<file path="config.mk">
export PLATFORM = sky130hd
export DESIGN_NAME = twc_cfg
export DESIGN_NICKNAME = d
export VERILOG_FILES = /design/src/rtl/twc_pkg.sv /design/src/rtl/twc_cfg.sv
export SDC_FILE = /design/constraint.sdc
export NUM_CORES = 1
export LEC_CHECK = 0
export ABC_AREA = 1
export BUFFER_PORTS_ARGS = -buffer_cell sky130_fd_sc_hd__buf_2
export CORE_MARGIN = 4
export CORE_UTILIZATION = 45
export CTS_CLUSTER_DIAMETER = 100
export DETAILED_ROUTE_END_ITERATION = 6
export PLACE_DENSITY = 0.75
export SLEW_MARGIN = 20
export SYNTH_ARGS = -nofsm -noshare
export SYNTH_HDL_FRONTEND = slang
export SYNTH_SLANG_ARGS = --single-unit
export TNS_END_PERCENT = 20
</file>
<file path="constraint.sdc">
create_clock -name i_clk -period 4.4 [get_ports i_clk]
set_input_delay 0.22 -clock i_clk [delete_from_list [all_inputs] [get_ports i_clk]]
set_output_delay 0.22 -clock i_clk [all_outputs]
set_load 0.05 [all_outputs]
</file>
<file path="src/rtl/twc_pkg.sv">
package twc_pkg;

    localparam int SCREEN_COLUMNS = 40;
    localparam int SCREEN_ROWS    = 24;
    localparam int MEMORY_DEPTH   = 1024;
    localparam int ADDR_W         = $clog2(MEMORY_DEPTH);
    localparam int CFG_IDX_W      = 3;
    localparam int CFG_DATA_W     = 6;

    localparam logic [7:0] BLANK_CELL = 8'hA0;
    localparam logic [7:0] HIGH_BIT   = 8'h80;
    localparam logic [7:0] NEWLINE    = 8'd10;

    typedef enum logic [CFG_IDX_W-1:0] {
        CFG_LEFT   = 3'd0,
        CFG_WIDTH  = 3'd1,
        CFG_TOP    = 3'd2,
        CFG_BOTTOM = 3'd3,
        CFG_COLOR  = 3'd4
    } t_cfg_idx;

    typedef enum logic [2:0] {
        OP_PUT    = 3'd0,
        OP_HOME   = 3'd1,
        OP_SETCUR = 3'd2,
        OP_RDCELL = 3'd3,
        OP_PLOT   = 3'd4,
        OP_RDPIX  = 3'd5
    } t_op;

    typedef enum logic [2:0] {
        S_CLEAR,
        S_IDLE,
        S_RD,
        S_SCROLL,
        S_DRAIN,
        S_FILL
    } t_state;

    // effective (clamped) window
    typedef struct packed {
        logic [5:0] left;
        logic [5:0] width;
        logic [4:0] top;
        logic [4:0] bottom;
        logic [3:0] color;
    } t_win;

    typedef struct packed {
        logic              we;
        logic [ADDR_W-1:0] waddr;
        logic [7:0]        wdata;
        logic [ADDR_W-1:0] raddr;
    } t_mem_req;

    // rows interleave in groups of eight: (row mod 8)*128 + (row/8)*40 + col
    function automatic logic [ADDR_W-1:0] cell_addr(input logic [4:0] row,
                                                    input logic [5:0] col);
        logic [ADDR_W-1:0] a;
        a = {row[2:0], 7'd0}
            + ADDR_W'(row[4:3]) * ADDR_W'(SCREEN_COLUMNS)
            + ADDR_W'(col);
        return a;
    endfunction

endpackage

</file>
<file path="src/rtl/twc_cfg.sv">
module twc_cfg (
    input  logic                           i_clk,
    input  logic                           i_rst_n,
    input  logic                           i_cfg_we,
    input  logic [twc_pkg::CFG_IDX_W-1:0]  i_cfg_idx,
    input  logic [twc_pkg::CFG_DATA_W-1:0] i_cfg_data,
    output twc_pkg::t_win                  o_win
);
    import twc_pkg::*;

    logic [5:0] r_left;
    logic [5:0] r_width;
    logic [4:0] r_top;
    logic [4:0] r_bottom;
    logic [3:0] r_color;

    logic [5:0] left;
    logic [5:0] wid0;
    logic [5:0] maxw;
    logic [4:0] bot;

    always_ff @(posedge i_clk) begin
        if (!i_rst_n) begin
            r_left   <= '0;
            r_width  <= 6'(SCREEN_COLUMNS);
            r_top    <= '0;
            r_bottom <= 5'(SCREEN_ROWS);
            r_color  <= '0;
        end else if (i_cfg_we) begin
            case (t_cfg_idx'(i_cfg_idx))
                CFG_LEFT:   r_left   <= i_cfg_data;
                CFG_WIDTH:  r_width  <= i_cfg_data;
                CFG_TOP:    r_top    <= i_cfg_data[4:0];
                CFG_BOTTOM: r_bottom <= i_cfg_data[4:0];
                CFG_COLOR:  r_color  <= i_cfg_data[3:0];
                default: ;
            endcase
        end
    end

    always_comb begin
        left = (r_left > 6'(SCREEN_COLUMNS - 1)) ? 6'(SCREEN_COLUMNS - 1) : r_left;
        wid0 = (r_width == '0) ? 6'd1 : r_width;
        if (r_bottom == '0) begin
            bot = 5'd1;
        end else if (r_bottom > 5'(SCREEN_ROWS)) begin
            bot = 5'(SCREEN_ROWS);
        end else begin
            bot = r_bottom;
        end
        maxw = 6'(SCREEN_COLUMNS) - left;

        o_win.left   = left;
        o_win.width  = (wid0 > maxw) ? maxw : wid0;
        o_win.bottom = bot;
        o_win.top    = (r_top >= bot) ? bot - 5'd1 : r_top;
        o_win.color  = r_color;
    end

endmodule

</file>
# Yosys cells after proc, flatten, opt, wreduce, memory -nomap -nowiden
# Cells that the tools add are included.
# word_totals
regBits	26
in_bits	12
out_inout_bits	26
wordCells	29
# classes
add_sub_neg	2
n_lt_le_gt_ge	4
eq_ne	4
muxes	6
reduce_logical	8
# op_table
operator	count
6-bit 2-to-1 mux	3
5-bit 2-to-1 mux	3
2-bit AND reduction	5
3-bit by 2-bit equality test with 1-bit output, second input constant	2
6-bit greater-than comparator	1
6-bit greater-than comparator, second input constant	1
6-bit zero test	1
6-bit subtractor, first input constant	1
5-bit >= comparator	1
5-bit greater-than comparator, second input constant	1
5-bit zero test	1
5-bit by 1-bit subtractor with 5-bit output, second input constant	1
3-bit by 1-bit equality test with 1-bit output, second input constant	1
3-bit equality test, second input constant	1
3-bit zero test	1

# Longest topological paths before layout
# logic_depth
word_depth	5
depth_mapped	18
ltp_nobuf	18

# Worst setup path after synthesis
# OpenSTA, ideal clock, no wires.
# synth_path
path_kind	flip-flop to output port
startpoint	register r_bottom[3]
endpoint	output port o_win[10] (netlist bit)
t_arrival_ns	3.074
required_time_ns	4.180
setup_slack_ns	1.106
stages_incl_launch_ff	11
n_path_buf	0
cell_sequence	dfxtp_1 > nand2_1 > inv_1 > nor2_1 > inv_1 > ha_1 > nand2_1 > inv_1 > nand4_1 > nand3_2 > o21ai_0
# synth_lines
item	line	text
from (decl)	twc_cfg.sv:14	logic [4:0] r_bottom;
from (signal assigned)	twc_cfg.sv:27	r_bottom <= 5'(SCREEN_ROWS);
from (signal assigned)	twc_cfg.sv:34	CFG_BOTTOM: r_bottom <= i_cfg_data[4:0];
to (decl)	twc_cfg.sv:7	output twc_pkg::t_win o_win

==> results.json <==
{
  "antenna_found_initial": 0,
  "cts_buffer_depth": 2,
  "core_mm2": 0.003442,
  "sw_frac_of_total_pct": 34.08,
  "cp-start-kind": "flop",
  "die_w_um": 68.61,
  "synthTopCellsByCount": "nand2_1, inv_1, nor2_1",
  "dieArea_mm2": 0.004707,
  "finalSetupTns_ns": 0,
  "cp_max_fo": 10,
  "yosysMostFrequentCell": "nand2_1",
  "synth_nets": 281,
  "clkTransAtPathRegs_ns": 0.09,
  "holdWs_ns": 0.1784,
  "via_per_inst": 4.841,
  "switchingPower_uw": 212.9,
  "first_pass_iters": 5,
  "p_leak_nw": 1.033,
  "area_growth_pct": 16.73,
  "relSlewSlack_pct": 78.20,
  "p_int_uw": 411.8,
  "fmax_ghz": 0.3192,
  "wl_met2_um": 1525,
  "crit_start": "r_left[3]",
  "slew_violations": 0,
  "htreeDepth": 1,
  "worstPathCellList": "o21ai_4 -> inv_2 -> nor2_1 -> ha_1 -> inv_1 -> o211ai_1 -> nand2_1 -> nand2_1 -> inv_1 -> ha_1 -> nand2_1 -> nor2_1 -> nand2_1 -> nand3_1 -> nand2_2 -> inv_1 -> nand2_1 -> nand2_1 -> buf_2",
  "timing.final.hold_violations": 0,
  "cp_common_cell": "nand2_1",
  "min_period_ns": 3.133,
  "required_ns": 4.18,
  "clockPowerShare_pct": 30.9,
  "num_vias": 1612,
  "worstSetupPathType": "flop to output port",
  "yosys.area.top_type": "dfxtp_1",
  "min_path_type": "input pin to flop",
  "track_usage_pct": 16.85,
  "grt_pass1_vias": 1407,
  "drt-total-wl_um": 3521,
  "io_buffers": 37,
  "grt_pass1_wl_um": 6051,
  "tightest_slew_ns": 0.3270,
  "cts_sinks": 26,
  "wire_per_inst_um": 10.57,
  "status": "complete, no violations",
  "detail-route-antenna-nets": 0,
  "place_hpwl_um": 2863,
  "rows": 21,
  "finalCritPeriodShare_pct": 71.21,
  "setup_viol": 0,
  "clock_latency_ns": 0.27,
  "total_power_uw": 624.7,
  "drive_gt1_share_pct": 20.56,
  "fin_util_pct": 56.05,
  "grt_max_degree": 24,
  "max_cap_violations": 0,
  "min_from": "i_cfg_data[5]",
  "met3WireLength_um": 233,
  "powerDensity_mw_per_mm2": 323.8,
  "p_comb_share_pct": 29.0,
  "peakVddDrop_v": 0.0002215,
  "synth_warnings": 0,
  "root_buffer": "clkbuf_8",
  "postCtsResizedCells": 0,
  "cp-end-kind": "output port",
  "synth_area_leaders": "dfxtp_1, nand2_1, ha_1",
  "top_layer": "met4",
  "pre_cts_slack_ns": 1.553,
  "fin_skew_ns": 0,
  "synth_flop_cell": "dfxtp_1",
  "synth_edf_count": 0,
  "seq_area_frac_synth_pct": 31.49,
  "rsz0062_at_grt": "false",
  "p_seq_share_pct": 40.0,
  "met1_length_um": 1734,
  "netlist_area_mm2": 0.001653,
  "drc": 0,
  "synthCells": 256,
  "yosysTopAreaCellShare_pct": 31.49,
  "io_pins": 38,
  "cp.arrival_ns": 2.91,
  "ys_types": 22,
  "final.fill_count": 351,
  "crit_path_top_delay_cell": "dfxtp_1",
  "fin_nets": 313,
  "start_util_pct": 48.02,
  "die_h_um": 68.61,
  "slowest_delay_ns": 0.38,
  "finalWorstSetupSlack_ns": 1.267,
  "async_reset_ff_share_pct": 0,
  "overflow": 0,
  "synth_seq_cells": 26,
  "cts_setup_buffers": 0,
  "crit-reg2reg-launch": "r_bottom[3]",
  "drtIter0Drc": 53,
  "syn_area_per_cell_um2": 6.456,
  "cts_made_buffers": 3,
  "cts_hold_buf": 0,
  "n_antenna_cell": 0,
  "cts_tree": "yes",
  "gp_congestion": 0.8329
}
==> through the flow <==
stage / cells / cell area, um^2
2_1_floorplan: 256 / 1653
4_1_cts: 333 / 1929
6_report: 333 / 1929
3_5_place_dp: 329 / 1858
5_1_grt: 333 / 1929
3_3_place_gp: 329 / 1858
==> logic make-up (layout without fill, tap and decap cells) <==
| kind of cell | count (synthesis) | after routing | share of synthesized area [%] |
|---|---|---|---|
| adder cells (fa/ha/maj) | 13 | 13 | 9.841 |
| buffers and inverters | 53 | 84 | 12.04 |
| flip-flops | 26 | 26 | 31.49 |
| AND/OR/NAND/NOR | 112 | 112 | 29.37 |
| AO/OA/AOI/OAI | 50 | 50 | 16.20 |
| XOR/XNOR | 2 | 2 | 1.060 |
==> metal layers <==
layer / vias up / track usage, %
met5: - / 0
met4: 0 / 4.715
met3: 4 / 2.755
met2: 43 / 26.46
met1: 693 / 23.66
li1: 872 / -
==> cells in the final DEF, fill, tap and decap left out, types with 2 or more instances in the layout <==
cell and instances:
nand3_1 11, nand2_1 57, nand2_2 2, nor2_1 31, o21ai_1 10, dfxtp_1 26
o21ai_0 21, a21oi_1 16, nand4_1 4, inv_1 35, nand3_2 4, inv_2 8
clkbuf_8 3, ha_1 13, buf_2 37
==> worst max-delay path, delay by kind of cell, from the launching register on <==
kind	cells	cell delay, ns
adder cells (fa/ha/maj)	2	0.45
flip-flops	1	0.38
buffers and inverters	5	0.54
AND/OR/NAND/NOR	10	0.88
AO/OA/AOI/OAI	2	0.39
==> path summary, 6_finish.rpt <==
check                      to  slack, ns  cells past startpoint
setup / recovery    o_win[17]       1.27                     19
hold / removal     r_width[5]       0.18                      3
hold reg to reg      r_top[1]       0.48                      2
setup reg to reg  r_bottom[3]       3.65                      2
==> sequential cells by signal, indices dropped and copies added (netlist names) <==
signal    count
r_left        6
r_color       4
r_bottom      5
r_width       6
r_top         5
==> layout make-up <==
cell class                      instances  area, um^2  share of cell area, %
Clock inverter                          1       30.03                  1.556
Tap cell                               46       57.56                  2.983
Timing Repair Buffer                   37       185.2                  9.598
Multi-Input combinational cell        177       933.4                  48.38
Inverter                               43       161.4                  8.366
Sequential cell                        26       520.5                  26.98
Clock buffer                            3       41.29                  2.140
==> power by group through the flow <==
stage	registers, mW	clock network (mW)	logic, mW
floorplan	0.258	0	0.139
global placement	0.256	0	0.180
detailed placement	0.256	0	0.182
CTS	0.250	0.199	0.183
global route	0.251	0.208	0.202
finish	0.250	0.193	0.181
Note: power is estimated with default switching activity, not from simulation.
