### config.mk
export PLATFORM = sky130hd
export DESIGN_NAME = twc_ctrl
export DESIGN_NICKNAME = d
export VERILOG_FILES = /design/src/rtl/twc_pkg.sv /design/src/rtl/twc_ctrl.sv
export SDC_FILE = /design/constraint.sdc
export NUM_CORES = 1
export LEC_CHECK = 0
export ABC_AREA = 1
export BUFFER_PORTS_ARGS = -buffer_cell sky130_fd_sc_hd__clkbuf_2
export CAP_MARGIN = 20
export CORE_MARGIN = 1
export CORE_UTILIZATION = 35
export CTS_BUF_LIST = sky130_fd_sc_hd__clkbuf_2 sky130_fd_sc_hd__clkbuf_4 sky130_fd_sc_hd__clkbuf_8
export DETAILED_ROUTE_END_ITERATION = 6
export MAX_ROUTING_LAYER = met4
export PLACE_DENSITY_LB_ADDON = 0.3
export RECOVER_POWER = 100
export SETUP_SLACK_MARGIN = 0.5
export SLEW_MARGIN = 10
export SYNTH_ARGS = -nofsm -noshare
export SYNTH_HDL_FRONTEND = slang
export SYNTH_SLANG_ARGS = --single-unit
### constraint.sdc
create_clock -name i_clk -period 9.4 [get_ports i_clk]
set_input_delay 1.88 -clock i_clk [delete_from_list [all_inputs] [get_ports i_clk]]
set_output_delay 1.88 -clock i_clk [all_outputs]
set_load 0.005 [all_outputs]
### src/rtl/twc_pkg.sv
package twc_pkg;

    localparam int SCREEN_COLUMNS = 40;
    localparam int SCREEN_ROWS    = 24;
    localparam int MEMORY_DEPTH   = 1024;
    localparam int ADDR_W         = $clog2(MEMORY_DEPTH);
    localparam int CFG_IDX_W      = 3;
    localparam int CFG_DATA_W     = 6;

    localparam logic [7:0] BLANK_CELL = 8'hA0;
    localparam logic [7:0] HIGH_BIT   = 8'h80;
    localparam logic [7:0] NEWLINE    = 8'd10;

    typedef enum logic [CFG_IDX_W-1:0] {
        CFG_LEFT   = 3'd0,
        CFG_WIDTH  = 3'd1,
        CFG_TOP    = 3'd2,
        CFG_BOTTOM = 3'd3,
        CFG_COLOR  = 3'd4
    } t_cfg_idx;

    typedef enum logic [2:0] {
        OP_PUT    = 3'd0,
        OP_HOME   = 3'd1,
        OP_SETCUR = 3'd2,
        OP_RDCELL = 3'd3,
        OP_PLOT   = 3'd4,
        OP_RDPIX  = 3'd5
    } t_op;

    typedef enum logic [2:0] {
        S_CLEAR,
        S_IDLE,
        S_RD,
        S_SCROLL,
        S_DRAIN,
        S_FILL
    } t_state;

    // effective (clamped) window
    typedef struct packed {
        logic [5:0] left;
        logic [5:0] width;
        logic [4:0] top;
        logic [4:0] bottom;
        logic [3:0] color;
    } t_win;

    typedef struct packed {
        logic              we;
        logic [ADDR_W-1:0] waddr;
        logic [7:0]        wdata;
        logic [ADDR_W-1:0] raddr;
    } t_mem_req;

    // rows interleave in groups of eight: (row mod 8)*128 + (row/8)*40 + col
    function automatic logic [ADDR_W-1:0] cell_addr(input logic [4:0] row,
                                                    input logic [5:0] col);
        logic [ADDR_W-1:0] a;
        a = {row[2:0], 7'd0}
            + ADDR_W'(row[4:3]) * ADDR_W'(SCREEN_COLUMNS)
            + ADDR_W'(col);
        return a;
    endfunction

endpackage

### src/rtl/twc_ctrl.sv
module twc_ctrl (
    input  logic                        i_clk,
    input  logic                        i_rst_n,
    input  twc_pkg::t_win               i_win,
    input  logic                        i_start,
    input  logic [2:0]                  i_opcode,
    input  logic [7:0]                  i_char_code,
    input  logic [5:0]                  i_column,
    input  logic [5:0]                  i_row,
    input  logic [7:0]                  i_rdata,
    output twc_pkg::t_mem_req           o_mem,
    output logic                        o_busy,
    output logic                        o_valid,
    output logic [7:0]                  o_read_data,
    output logic [5:0]                  o_cursor_col,
    output logic [4:0]                  o_cursor_row
);
    import twc_pkg::*;

    t_state            r_state, n_state;
    t_op               r_op, n_op;
    logic [5:0]        r_cur_col, n_cur_col;
    logic [4:0]        r_cur_row, n_cur_row;
    logic              r_nib_hi, n_nib_hi;
    logic [ADDR_W-1:0] r_addr, n_addr;
    logic [5:0]        r_x, n_x;
    logic [4:0]        r_y, n_y;
    logic [ADDR_W-1:0] r_clr, n_clr;
    logic              r_wr_pend, n_wr_pend;
    logic [ADDR_W-1:0] r_wr_addr, n_wr_addr;
    logic              r_valid, n_valid;
    logic [7:0]        r_rdata, n_rdata;

    logic              accept;
    logic [5:0]        in_col;
    logic [4:0]        in_trow;
    logic [5:0]        in_lrow;
    logic [ADDR_W-1:0] in_addr;
    logic [5:0]        win_right;
    logic [4:0]        last_row;
    logic [5:0]        col_x;
    logic              printable;
    logic [5:0]        col_inc;
    logic [5:0]        put_col;
    logic [4:0]        put_row;
    logic [4:0]        row_dec;
    t_state            sc_state;
    logic [4:0]        sc_y;
    logic              x_last;

    function automatic logic [4:0] row_y_up(input logic [4:0] y);
        return y - 5'd1;
    endfunction

    assign accept    = i_start && (r_state == S_IDLE);
    assign in_col    = (i_column > 6'(SCREEN_COLUMNS - 1)) ? 6'(SCREEN_COLUMNS - 1) : i_column;
    assign in_trow   = (i_row > 6'(SCREEN_ROWS - 1)) ? 5'(SCREEN_ROWS - 1) : i_row[4:0];
    assign in_lrow   = (i_row > 6'(2 * SCREEN_ROWS - 1)) ? 6'(2 * SCREEN_ROWS - 1) : i_row;
    assign in_addr   = (t_op'(i_opcode) == OP_RDCELL) ? cell_addr(in_trow, in_col)
                                                      : cell_addr(in_lrow[5:1], in_col);
    assign win_right = i_win.left + i_win.width;
    assign last_row  = i_win.bottom - 5'd1;
    assign col_x     = i_win.left + r_x;
    assign x_last    = (r_x == i_win.width - 6'd1);
    assign row_dec   = r_cur_row - 5'd1;

    assign printable = !i_char_code[7] && (i_char_code[6:5] != 2'b00);
    assign col_inc   = r_cur_col + 6'd1;

    always_comb begin
        put_col = r_cur_col;
        put_row = r_cur_row;
        if (printable) begin
            if (col_inc >= win_right) begin
                put_col = i_win.left;
                put_row = r_cur_row + 5'd1;
            end else begin
                put_col = col_inc;
            end
        end else if (i_char_code == NEWLINE) begin
            put_col = i_win.left;
            put_row = r_cur_row + 5'd1;
        end
    end

    // first step of one scroll pass; a one-row window only refills its row
    assign sc_state = (i_win.top == last_row) ? S_FILL : S_SCROLL;
    assign sc_y     = (i_win.top == last_row) ? last_row : i_win.top + 5'd1;

    always_ff @(posedge i_clk) begin
        if (!i_rst_n) begin
            r_state   <= S_CLEAR;
            r_clr     <= '0;
            r_cur_col <= '0;
            r_cur_row <= '0;
            r_wr_pend <= 1'b0;
            r_valid   <= 1'b0;
        end else begin
            r_state   <= n_state;
            r_clr     <= n_clr;
            r_cur_col <= n_cur_col;
            r_cur_row <= n_cur_row;
            r_wr_pend <= n_wr_pend;
            r_valid   <= n_valid;
        end
    end

    always_ff @(posedge i_clk) begin
        r_op      <= n_op;
        r_nib_hi  <= n_nib_hi;
        r_addr    <= n_addr;
        r_x       <= n_x;
        r_y       <= n_y;
        r_wr_addr <= n_wr_addr;
        r_rdata   <= n_rdata;
    end

    always_comb begin
        n_state   = r_state;
        n_op      = r_op;
        n_cur_col = r_cur_col;
        n_cur_row = r_cur_row;
        n_nib_hi  = r_nib_hi;
        n_addr    = r_addr;
        n_x       = r_x;
        n_y       = r_y;
        n_clr     = r_clr;
        n_wr_pend = r_wr_pend;
        n_wr_addr = r_wr_addr;
        n_valid   = 1'b0;
        n_rdata   = r_rdata;

        o_mem.we    = 1'b0;
        o_mem.waddr = r_wr_addr;
        o_mem.wdata = i_rdata;
        o_mem.raddr = in_addr;

        unique case (r_state)
            S_CLEAR: begin
                o_mem.we    = 1'b1;
                o_mem.waddr = r_clr;
                o_mem.wdata = '0;
                n_clr       = r_clr + ADDR_W'(1);
                if (r_clr == ADDR_W'(MEMORY_DEPTH - 1)) begin
                    n_state = S_IDLE;
                end
            end
            S_IDLE: begin
                if (accept) begin
                    n_op     = t_op'(i_opcode);
                    n_addr   = in_addr;
                    n_nib_hi = in_lrow[0];
                    n_x      = '0;
                    n_rdata  = '0;
                    unique case (t_op'(i_opcode))
                        OP_PUT: begin
                            o_mem.we    = printable;
                            o_mem.waddr = cell_addr(r_cur_row, r_cur_col);
                            o_mem.wdata = i_char_code | HIGH_BIT;
                            n_cur_col   = put_col;
                            n_cur_row   = put_row;
                            if (put_row >= i_win.bottom) begin
                                n_state = sc_state;
                                n_y     = sc_y;
                            end else begin
                                n_valid = 1'b1;
                            end
                        end
                        OP_HOME: begin
                            n_state = S_FILL;
                            n_y     = i_win.top;
                        end
                        OP_SETCUR: begin
                            n_cur_col = in_col;
                            n_cur_row = in_trow;
                            n_valid   = 1'b1;
                        end
                        OP_RDCELL, OP_PLOT, OP_RDPIX: begin
                            n_state = S_RD;
                        end
                        default: begin
                            n_valid = 1'b1;
                        end
                    endcase
                end
            end
            S_RD: begin
                n_valid = 1'b1;
                n_state = S_IDLE;
                unique case (r_op)
                    OP_PLOT: begin
                        o_mem.we    = 1'b1;
                        o_mem.waddr = r_addr;
                        o_mem.wdata = r_nib_hi ? {i_win.color, i_rdata[3:0]}
                                               : {i_rdata[7:4], i_win.color};
                        n_rdata     = '0;
                    end
                    OP_RDCELL: n_rdata = i_rdata;
                    OP_RDPIX:  n_rdata = {4'd0, r_nib_hi ? i_rdata[7:4] : i_rdata[3:0]};
                    default:   n_rdata = '0;
                endcase
            end
            S_SCROLL: begin
                // read row y while the previous beat lands one row up
                o_mem.raddr = cell_addr(r_y, col_x);
                o_mem.we    = r_wr_pend;
                n_wr_pend   = 1'b1;
                n_wr_addr   = cell_addr(row_y_up(r_y), col_x);
                if (x_last) begin
                    n_x = '0;
                    if (r_y == last_row) begin
                        n_state = S_DRAIN;
                    end else begin
                        n_y = r_y + 5'd1;
                    end
                end else begin
                    n_x = r_x + 6'd1;
                end
            end
            S_DRAIN: begin
                o_mem.we  = 1'b1;
                n_wr_pend = 1'b0;
                n_state   = S_FILL;
                n_y       = last_row;
                n_x       = '0;
            end
            S_FILL: begin
                o_mem.we    = 1'b1;
                o_mem.waddr = cell_addr(r_y, col_x);
                o_mem.wdata = BLANK_CELL;
                if (x_last) begin
                    n_x = '0;
                    if (r_y == last_row) begin
                        if (r_op == OP_HOME) begin
                            n_cur_col = i_win.left;
                            n_cur_row = i_win.top;
                            n_valid   = 1'b1;
                            n_state   = S_IDLE;
                        end else begin
                            n_cur_row = row_dec;
                            if (row_dec >= i_win.bottom) begin
                                n_state = sc_state;
                                n_y     = sc_y;
                            end else begin
                                n_valid = 1'b1;
                                n_state = S_IDLE;
                            end
                        end
                    end else begin
                        n_y = r_y + 5'd1;
                    end
                end else begin
                    n_x = r_x + 6'd1;
                end
            end
            default: n_state = S_IDLE;
        endcase
    end

    assign o_busy       = (r_state != S_IDLE);
    assign o_valid      = r_valid;
    assign o_read_data  = r_rdata;
    assign o_cursor_col = r_cur_col;
    assign o_cursor_row = r_cur_row;

    a_idle_write_is_put: assert property (@(posedge i_clk) disable iff (!i_rst_n)
        (r_state == S_IDLE && o_mem.we) |-> (i_start && t_op'(i_opcode) == OP_PUT))
        else $error("memory written while idle without a put");

    a_valid_back_idle: assert property (@(posedge i_clk) disable iff (!i_rst_n)
        r_valid |-> (r_state == S_IDLE))
        else $error("result beat while the sequencer is still busy");

    a_cursor_on_screen: assert property (@(posedge i_clk) disable iff (!i_rst_n)
        r_valid |-> (r_cur_row <= 5'(SCREEN_ROWS - 1) && r_cur_col <= 6'(SCREEN_COLUMNS - 1)))
        else $error("cursor off screen at result");

    a_copy_no_overlap: assert property (@(posedge i_clk) disable iff (!i_rst_n)
        (r_state == S_SCROLL && r_wr_pend) |-> (o_mem.waddr != o_mem.raddr))
        else $error("scroll copy reads the byte it writes");

    a_drain_to_fill: assert property (@(posedge i_clk) disable iff (!i_rst_n)
        (r_state == S_DRAIN) |=> (r_state == S_FILL))
        else $error("scroll copy drain not followed by bottom row fill");

endmodule

**After elaboration in Yosys (flattened, before gate mapping)**

Cells that the tools add are included.

- Muxes and demuxes: 68
- Eq/ne operators: 35
- Add/subtract/negate cells: 22
- Reductions and logical operators: 22
- Multiply operators: 5
- Magnitude comparators: 6

Operator list:

| kind | count |
|---|---|
| $mux W5 | 17 |
| $pmux W18 S4 | 1 |
| $mux W6 | 11 |
| $mux W19 | 3 |
| $add A10 B6 Y10 | 5 |
| $add A10 B8 Y10 | 5 |
| $pmux W8 S2 | 2 |
| $mux W3 | 10 |
| $pmux W5 S2 | 3 |
| $mul A2 B3 Y5 const B | 5 |
| $pmux W6 S2 | 2 |
| $mux W10 | 2 |
| $pmux W5 S4 | 1 |
| $eq A3 B3 Y1 const B | 6 |
| $pmux W6 S3 | 1 |
| $mux W8 | 2 |
| $ne A2 B2 Y1 const B | 8 |
| $add A5 B1 Y5 const B | 3 |
| $eq A3 B2 Y1 const B | 5 |
| $pmux W3 S5 | 1 |
| $sub A5 B1 Y5 const B | 3 |
| $add A6 B1 Y6 const B | 2 |
| $add A6 B6 Y6 | 2 |
| $gt A6 B6 Y1 const B | 2 |
| 34 further kinds | 56 |

- Output and inout bits: 50
- Input bits: 60
- Register bits: 69
- Logic and storage cells: 171

**Logic depth before layout (Yosys ltp)**

Gate-level depths: netlist of run 1.

- Depth after elaboration: 9
- Gate-level depth with buffers: 28
- Depth with buffers taken out: 28

**Least setup slack after synthesis of run 1**

OpenSTA, ideal clock, no wires.

- Kind: input to output
- From: in i_win[20] (netlist bit)
- To: out o_mem[26] (netlist bit)
- Buffers on the path: 0
- Data arrival time: 4002 ps
- Path slack: 3518 ps
- Data required time: 7520 ps
- Stages: 15
- Cells stage by stage: ha_1 inv_1 fa_1 o21ai_0 xnor2_1 inv_1 ha_1 nand3_1 nand2_1 nand2_1 nor2_1 xor2_1 o22ai_1 nor2_1 nand3_1

RTL lines:

| item | line | source |
|---|---|---|
| start, declared | twc_ctrl.sv:4 | `input twc_pkg::t_win i_win,` |
| end, declared | twc_ctrl.sv:11 | `output twc_pkg::t_mem_req o_mem,` |

==> results of run 1 <==
[cell type report]
class / instances / share of cell area, %
inverters: 166 / 7.91
clock inverters: 4 / 0.617
multi-input cells: 792 / 56.1
flip-flops and latches: 69 / 22.9
well taps: 265 / 4.19
clock buffers: 12 / 1.93
repair buffers: 113 / 6.33
[per-stage QoR]
step                hold slack (ns)  worst slack, ns
floorplan                     0.440             3.52
global placement              0.459             3.03
detailed placement            0.469             2.96
CTS                           0.487             2.96
global route                  0.500             2.56
finish                        0.485             2.68
[where the power goes]
group,switching [mW],internal [mW],total (mW)
clock,0.127,0.135,0.263
sequential,0.000957,0.322,0.323
combinational,0.0997,0.0566,0.156
total,0.228,0.514,0.742
[final timing paths]
check	to	start	slack, ns
worst min register to register	r_clr[0]	r_clr[0]	0.49
worst max-delay path	o_mem[23]	i_opcode[2]	2.68
worst max register to register	r_y[0]	o_cursor_col[0]	5.12
worst min-delay path	r_clr[0]	r_clr[0]	0.49
[per-layer routing]
metal / wire (µm) / share of wire [%]
met5: 0 / 0
met4: 438 / 1.9
met3: 1470 / 6.5
met2: 9930 / 44
met1: 10700 / 47
[sequential cells by signal, summed over array words and instances, names as in the netlist]
signal and cells:
r_wr_pend 1, r_x 6, r_nib_hi 1, r_clr 10
r_op 3, o_cursor_col 6, o_valid 1, o_read_data 8
o_cursor_row 5, r_y 5, r_state 3, r_addr 10
r_wr_addr 10
[kinds of logic (layout without fill, tap and decap cells)]
| kind of cell | Yosys count | in the layout | synth area share (%) |
|---|---|---|---|
| flops | 69 | 69 | 25.9 |
| fa+ha+maj | 59 | 59 | 11.3 |
| compound gates | 181 | 181 | 15.2 |
| xor+xnor | 41 | 41 | 5.13 |
| buf+inv | 184 | 295 | 10.2 |
| simple gates | 511 | 511 | 32.2 |
[cells in the final DEF, fill, tap and decap left out, types with 10 or more instances in the layout]
cell type / synthesis / final
inv_1: 152 / 154
nor3_1: 16 / 16
xnor2_1: 14 / 14
nor2_1: 111 / 114
nand2_1: 266 / 267
nand3_1: 63 / 64
dfxtp_1: 26 / 26
clkbuf_1: 10 / 51
edfxtp_1: 43 / 43
xor2_1: 27 / 27
nand4_1: 14 / 14
nand2_2: 11 / 10
clkbuf_8: 0 / 10
ha_1: 52 / 52
clkbuf_2: 0 / 60
a21oi_1: 53 / 53
o21ai_0: 68 / 72
==> impl_metrics.toml, run 1 <==
[detailed_routing]
ant_nets = 0
dr_total_vias = 7219
routed_via_density = 5.08
drc = 1
drt_iter0_drc = 678
first_pass_iters = 7
wl_mm = 22.5
wl_per_cell_um = 15.9

[layout]
multi_input_area_um2 = 4440
final_cell_count_no_fill = 1421
fin_util_pct = 40.5
antenna_cells = 0
fin_nets = 1270
regArea_um2 = 1810
fill_cells = 2174
areaGrowthSynthToFinish_pct = 13.1
layout-drive-gt1-share_pct = 10.1
stdcell_area_um2 = 7910

[floorplanning]
initial_core_util_pct = 35.8
core_area_um2 = 19500
die_h_um = 143
dieWidth_um = 143
die_area_um2 = 20600
io_pins = 110
rows = 51

[critical_path]
end_kind = "output pin"
worst-path-buf-inv = 4
cp.arrival_ns = 4.84
crit_slowest_cell = "nor2_1"
ff2ff_path_depth = 19
worstPathMaxFanout = 13
worstPathRequired_ns = 7.52
crit_type = "in -> out"
cp.depth = 11
path_cells = "clkbuf_1, nor2_1, nand2_1, inv_1, nand2_1, nor2_1, inv_1, o31ai_1, a21oi_1, o2111ai_1, clkbuf_2"
critPathLaunchType = "input port"
critPathMaxStageDelay_ns = 0.94
critPathTopFamily = "simple AND/OR/NAND/NOR gates"

[sta]
finalMaxSlewViolations = 0
skew_ns = 0.0191
timing.setup.tns_ns = 0
relSlewSlack_pct = 17.4
setup_viol = 0
max_freq_mhz = 149
final.period_utilization_pct = 71.5
hold_viol = 0
rsz0062_at_grt = "false"
min_period_ns = 6.72
worst_pin_slew_ns = 1.23

[placement]
placed_cells = 1403
port_buffers = 109
dpl_cell_area_um2 = 7800
gp_congestion = 0.954
place_hpwl_mm = 18.2

[power_and_ir_drop]
totalPowerFinal_uw = 742
powerDensity_nw_per_um2 = 93.8
p_leak_nw = 3.75
peakVddDrop_mv = 0.0453

[synthesis]
yosys-top-cells-count = "266 x nand2_1, 152 x inv_1, 111 x nor2_1"
syn_inst = 1045
postSynth.asyncResetShare_pct = 0
syn_area_per_cell_um2 = 6.70
ys_warn_count = 0
synth_area_leaders = "edfxtp_1 18%, nand2_1 14%, ha_1 9.3%"
synthMostInstantiatedCell = "nand2_1"
synth_nets = 1164
seq_area_frac_synth_pct = 25.9
synth_area_um2 = 7000
yosys.area.top_type_share_pct = 18.5
ys_ff_latch = 69
synth_top_cell_by_area = "edfxtp_1"
synth_cell_types = 53
synth-edff-count = 43
synthFlopType = "edfxtp_1"

[worst_hold_path]
hold_depth = 1
hp-class = "reg -> reg"

[cts]
clock-sinks = 69
clk_pin_slew_ns = 0.08
holdBufCountCts = 0
cts_root_buffer = "clkbuf_8"
numCtsBuffers = 9
cts_setup_buffers = 0
cts_resized = 0
cts_htree_levels = 3
clk_path_buf_depth = 2
cts_tree = "built"
clock_latency_ns = 0.38

[global_route]
grt_max_degree = 22
global_route.overflow_total = 0
use_met2_pct = 36.3
antenna_found_initial = 0
grt_pass1_vias = 6679
grt.met1_usage_pct = 30.8
grt_pass1_wl_mm = 35.2
grt.total_usage_pct = 23.3
grt_use_met3_pct = 3.97
grt-busiest-layer = "met2"

[run_status]
run_status = "finished with violations"
failed_checks = "DRC"

[run]
max_cap_viol_count = 0
Note: power is estimated with default switching activity, not from simulation.
==> run 2: changes to the inputs <==
==> constraint.sdc (replaced) <==
create_clock -name i_clk -period 6.64 [get_ports i_clk]
set_input_delay 1.328 -clock i_clk [delete_from_list [all_inputs] [get_ports i_clk]]
set_output_delay 1.328 -clock i_clk [all_outputs]
set_load 0.005 [all_outputs]
==> run 2 against run 1 <==
The flow now finishes without violations. First-iteration DRC count down 11%. Utilization increased by 0.12 points. Final area increased by 0.28%. Setup slack worse by 1.9 ns.
==> impl_metrics.toml, run 2 (same netlist as run 1, synthesis figures left out) <==
[run_status]
run_status = "complete, no violations"

[cts]
cts_htree_levels = 3
holdBufCountCts = 0
clock_latency_ns = 0.38
clk_pin_slew_ns = 0.07
cts_tree = "built"
clock-sinks = 69
cts_root_buffer = "clkbuf_8"
clk_path_buf_depth = 2
cts_resized = 0
numCtsBuffers = 9
cts_setup_buffers = 0

[detailed_routing]
routed_via_density = 5.08
drc = 0
first_pass_iters = 5
dr_total_vias = 7220
ant_nets = 0
wl_mm = 22.2
wl_per_cell_um = 15.6
drt_iter0_drc = 604

[sta]
hold_viol = 0
relSlewSlack_pct = 18.8
skew_ns = 0.0143
final.period_utilization_pct = 88.1
worst_pin_slew_ns = 1.22
rsz0062_at_grt = "false"
min_period_ns = 5.85
finalMaxSlewViolations = 0
setup_viol = 0
timing.setup.tns_ns = 0
max_freq_mhz = 171

[power_and_ir_drop]
p_leak_nw = 3.79
peakVddDrop_mv = 0.0679
p_int_uw = 794
p_clk_share_pct = 39.3
powerDensity_nw_per_um2 = 141
swShare_pct = 28.9
power_frac_comb_pct = 19.7
p_seq_share_pct = 41.0
p_sw_uw = 323

[global_route]
antenna_found_initial = 0
grt_use_met3_pct = 3.27
use_met2_pct = 35.5
global_route.overflow_total = 0
grt.total_usage_pct = 23.0
grt_pass1_vias = 6593
grt-busiest-layer = "met2"
grt.met1_usage_pct = 30.4
grt_max_degree = 22
grt_pass1_wl_mm = 34.7

[worst_hold_path]
worstHoldStart = "r_clr[0]"
hp-class = "reg -> reg"

[critical_path]
crit_type = "reg -> out"
r2r_start = "o_cursor_col[2]"
worstPathRequired_ns = 5.31
critPathLaunchType = "flip-flop"
end_kind = "output pin"
worstSetupStartpoint = "r_state[0]"
cp.arrival_ns = 4.52
worstPathMaxFanout = 13

[placement]
place_hpwl_mm = 18.0
placed_cells = 1405
gp_congestion = 0.952
port_buffers = 109

[layout]
layout_common_cells = "267 x nand2_1, 157 x inv_1, 116 x nor2_1"
largest_registers = "r_addr x10, r_clr x10, r_wr_addr x10"
antenna_cells = 0
layout_commonest_cell = "nand2_1"
fill_cells = 2112
layout-drive-gt1-share_pct = 10.5
areaGrowthSynthToFinish_pct = 13.4
final_cell_count_no_fill = 1422
fin_nets = 1271

[floorplanning]
io_pins = 110
die_area_um2 = 20600
initial_core_util_pct = 35.8
dieWidth_um = 143
die_h_um = 143
rows = 51
core_area_um2 = 19500

[run]
max_cap_viol_count = 0
run 2: changes by cell type in the layout (fill, tap and decap cells not counted), sizes merged:
cell / delta
buf: -1
clkbuf: +1
inv: -1
clkinv: -1
clkinvlp: +1
bufinv: +2
run 2: layout make-up:
cell class                      instances  area, µm²  share of cell area, %
Multi-Input combinational cell        792       4410                   55.6
Sequential cell                        69       1810                   22.8
Inverter                              166        624                   7.87
Timing Repair Buffer                  114        520                   6.56
Tap cell                              265        332                   4.18
Clock buffer                           11        139                   1.75
Clock inverter                          5        100                   1.26
run 2: worst paths after layout:
check                    to  slack (ns)  cells after the start
setup reg to reg     r_y[3]        2.46                     19
hold reg to reg    r_clr[0]        0.49                      1
setup / recovery  o_mem[23]        0.79                     12
hold / removal     r_clr[0]        0.49                      1
run 2: power by group through the flow:
stage	registers, mW	clock network [mW]	logic (mW)
after floorplan	0.467	0	0.144
after global placement	0.468	0	0.219
after detailed placement	0.468	0	0.221
after CTS	0.458	0.447	0.222
after global routing	0.458	0.457	0.250
final	0.458	0.439	0.220
run 2: critical path: stages, from the launching register on:
cell and delay [ns]:
dfxtp_1 0.33, inv_1 0.07, nor2_1 0.41, clkinvlp_2 0.31, nor2_1 0.63, nand2_1 0.25, nor2_2 0.13, clkbuf_1 0.59
inv_1 0.51, o31ai_1 0.51, a21oi_1 0.08, o2111ai_1 0.15, clkbuf_2 0.17
run 2: metrics by stage:
| step | util (%) | hold WS, ns | total power, mW | setup WS (ns) | cell area (µm²) |
|---|---|---|---|---|---|
| floorplan | - | 0.440 | 0.611 | 1.66 | 7000 |
| global placement | 40.0 | 0.459 | 0.687 | 1.18 | 7820 |
| detailed placement | 40.0 | 0.473 | 0.688 | 1.07 | 7820 |
| CTS | 41.2 | 0.494 | 1.13 | 1.28 | 8050 |
| global route | 40.6 | 0.499 | 1.16 | 0.555 | 7940 |
| finish | 40.6 | 0.489 | 1.12 | 0.793 | 7940 |
run 2: layer usage:
layer	wire (µm)	share of wire, %
met2	9670	43
met3	1560	7.0
met1	10400	47
met4	553	2.5
met5	0	0
==> run 3: changes to the inputs <==
--- a/config.mk
+++ b/config.mk
@@ -13,7 +13,7 @@
 export CTS_BUF_LIST = sky130_fd_sc_hd__clkbuf_2 sky130_fd_sc_hd__clkbuf_4 sky130_fd_sc_hd__clkbuf_8
 export DETAILED_ROUTE_END_ITERATION = 6
 export MAX_ROUTING_LAYER = met4
-export PLACE_DENSITY_LB_ADDON = 0.3
+export PLACE_DENSITY = 0.51
 export RECOVER_POWER = 100
 export SETUP_SLACK_MARGIN = 0.5
 export SLEW_MARGIN = 10
==> run 3 against run 2 <==
Maximum frequency is 0.53% higher. Sequential power about the same. Cell count is essentially flat. Largest power group unchanged. Die area unchanged. Total power down 2.9%.
==> impl_metrics.toml, run 3 (same netlist as run 1, synthesis figures left out) <==
[run_status]
run_status = "complete, no violations"

[floorplanning]
die_area_um2 = 20600
dieWidth_um = 143
die_h_um = 143
io_pins = 110
core_area_um2 = 19500
initial_core_util_pct = 35.8
rows = 51

[critical_path]
worstPathRequired_ns = 5.31
worstReg2RegEnd = "r_y[1]"
ff2ff_path_depth = 20
r2r_start = "o_cursor_col[2]"
worstSetupStartpoint = "r_state[0]"
cp.arrival_ns = 4.49
worstPathMaxFanout = 13
critPathLaunchType = "flip-flop"
crit_type = "reg -> out"
end_kind = "output pin"
rrSetupSlack_ns = 2.36

[placement]
port_buffers = 109
dp_slack_ns = 1.08
gp_congestion = 0.927
place_hpwl_mm = 19.2

[layout]
layout_commonest_cell = "nand2_1"
antenna_cells = 0
layout_common_cells = "266 x nand2_1, 157 x inv_1, 117 x nor2_1"
fin_nets = 1272
layout-drive-gt1-share_pct = 10.4
multi_input_area_um2 = 4410
fin_util_pct = 40.6
fill_cells = 2211
regArea_um2 = 1810
largest_registers = "r_addr x10, r_clr x10, r_wr_addr x10"
areaGrowthSynthToFinish_pct = 13.2

[power_and_ir_drop]
p_leak_nw = 3.78
powerDensity_nw_per_um2 = 137
peakVddDrop_mv = 0.0656

[cts]
cts_htree_levels = 3
numCtsBuffers = 9
cts_root_buffer = "clkbuf_8"
clk_pin_slew_ns = 0.08
cts_setup_buffers = 0
holdBufCountCts = 0
cts_tree = "built"
clock-sinks = 69
clock_latency_ns = 0.38
clk_path_buf_depth = 2
cts_resized = 0

[worst_hold_path]
hold_depth = 2
hold_path_end = "r_clr[9]"
hp-class = "reg -> reg"
worstHoldStart = "r_clr[9]"

[sta]
worst_pin_slew_ns = 1.24
whs_ns = 0.488
relSlewSlack_pct = 17.4
final.period_utilization_pct = 87.6
setup_viol = 0
rsz0062_at_grt = "false"
layout_setup_ws_ns = 0.824
max_freq_mhz = 172
min_period_ns = 5.82
hold_viol = 0
finalMaxSlewViolations = 0
skew_ns = 0.0129
timing.setup.tns_ns = 0

[global_route]
global_route.overflow_total = 0
grt.total_usage_pct = 24.8
grt_pass1_vias = 6834
antenna_found_initial = 0
grt_pass1_wl_mm = 37.4
grt_max_degree = 22

[detailed_routing]
dr_total_vias = 7146
ant_nets = 0
first_pass_iters = 5
wl_mm = 23.8
drt_iter0_drc = 515
routed_via_density = 5.02
wl_per_cell_um = 16.7
drc = 0

[run]
max_cap_viol_count = 0
[run 3: changes by cell type in the layout (fill, tap and decap cells not counted), sizes merged]
cell | previous run | this run
buf | 1 | 3
bufinv | 3 | 2
clkbuf | 124 | 122
clkinvlp | 1 | 3
[run 3: critical path, cell delays in order (launching register included)]
cell and delay, ns:
dfxtp_1 0.34, inv_1 0.08, nor2_1 0.38, clkinvlp_2 0.30, nor2_1 0.74, nand2_2 0.14, nor2_1 0.15, clkbuf_1 0.61
inv_1 0.50, o31ai_1 0.47, a21oi_1 0.08, o2111ai_1 0.15, clkbuf_1 0.16
[run 3: cell type report]
| cell class | count | area share, % |
|---|---|---|
| clock buffers | 10 | 1.66 |
| clock inverters | 6 | 1.12 |
| inverters | 166 | 7.88 |
| multi-input cells | 792 | 55.6 |
| flip-flops and latches | 69 | 22.9 |
| well taps | 265 | 4.19 |
| repair buffers | 115 | 6.65 |
[run 3: worst max path at each step]
stage / cells past startpoint / slack [ns] / endpoint
2_1_floorplan: 23 / 1.66 / r_y[0]
3_3_place_gp: 24 / 1.16 / r_y[0]
3_5_place_dp: 24 / 1.08 / r_y[4]
4_1_cts: 14 / 1.29 / o_mem[27]
5_1_grt: 12 / 0.51 / o_mem[23]
6_report: 12 / 0.82 / o_mem[23]
[run 3: stage by stage]
| stage | instances | power, mW | area [µm²] |
|---|---|---|---|
| 4_1_cts | 1423 | 1.09 | 8050 |
| 5_1_grt | 1423 | 1.14 | 7920 |
| 2_1_floorplan | 1045 | 0.611 | 7000 |
| 6_report | 1423 | 1.08 | 7920 |
| 3_5_place_dp | 1407 | 0.693 | 7830 |
| 3_3_place_gp | 1407 | 0.693 | 7830 |
[run 3: layer usage]
metal | GRT usage (%) | wire, µm | vias up | share of wire [%]
met1 | 34.0 | 11800 | 3249 | 50
met2 | 39.0 | 10600 | 228 | 45
met4 | 4.93 | 212 | 0 | 0.89
li1 | - | - | 3654 | -
met5 | - | 0 | - | 0
met3 | 3.37 | 1120 | 15 | 4.7
[run 3: where the power goes]
part / total, mW / switching [mW] / internal [mW] / leakage (nW)
clock network: 0.402 / 0.187 / 0.216 / 0.106
logic: 0.224 / 0.143 / 0.0811 / 3.08
registers: 0.458 / 0.00136 / 0.456 / 0.588
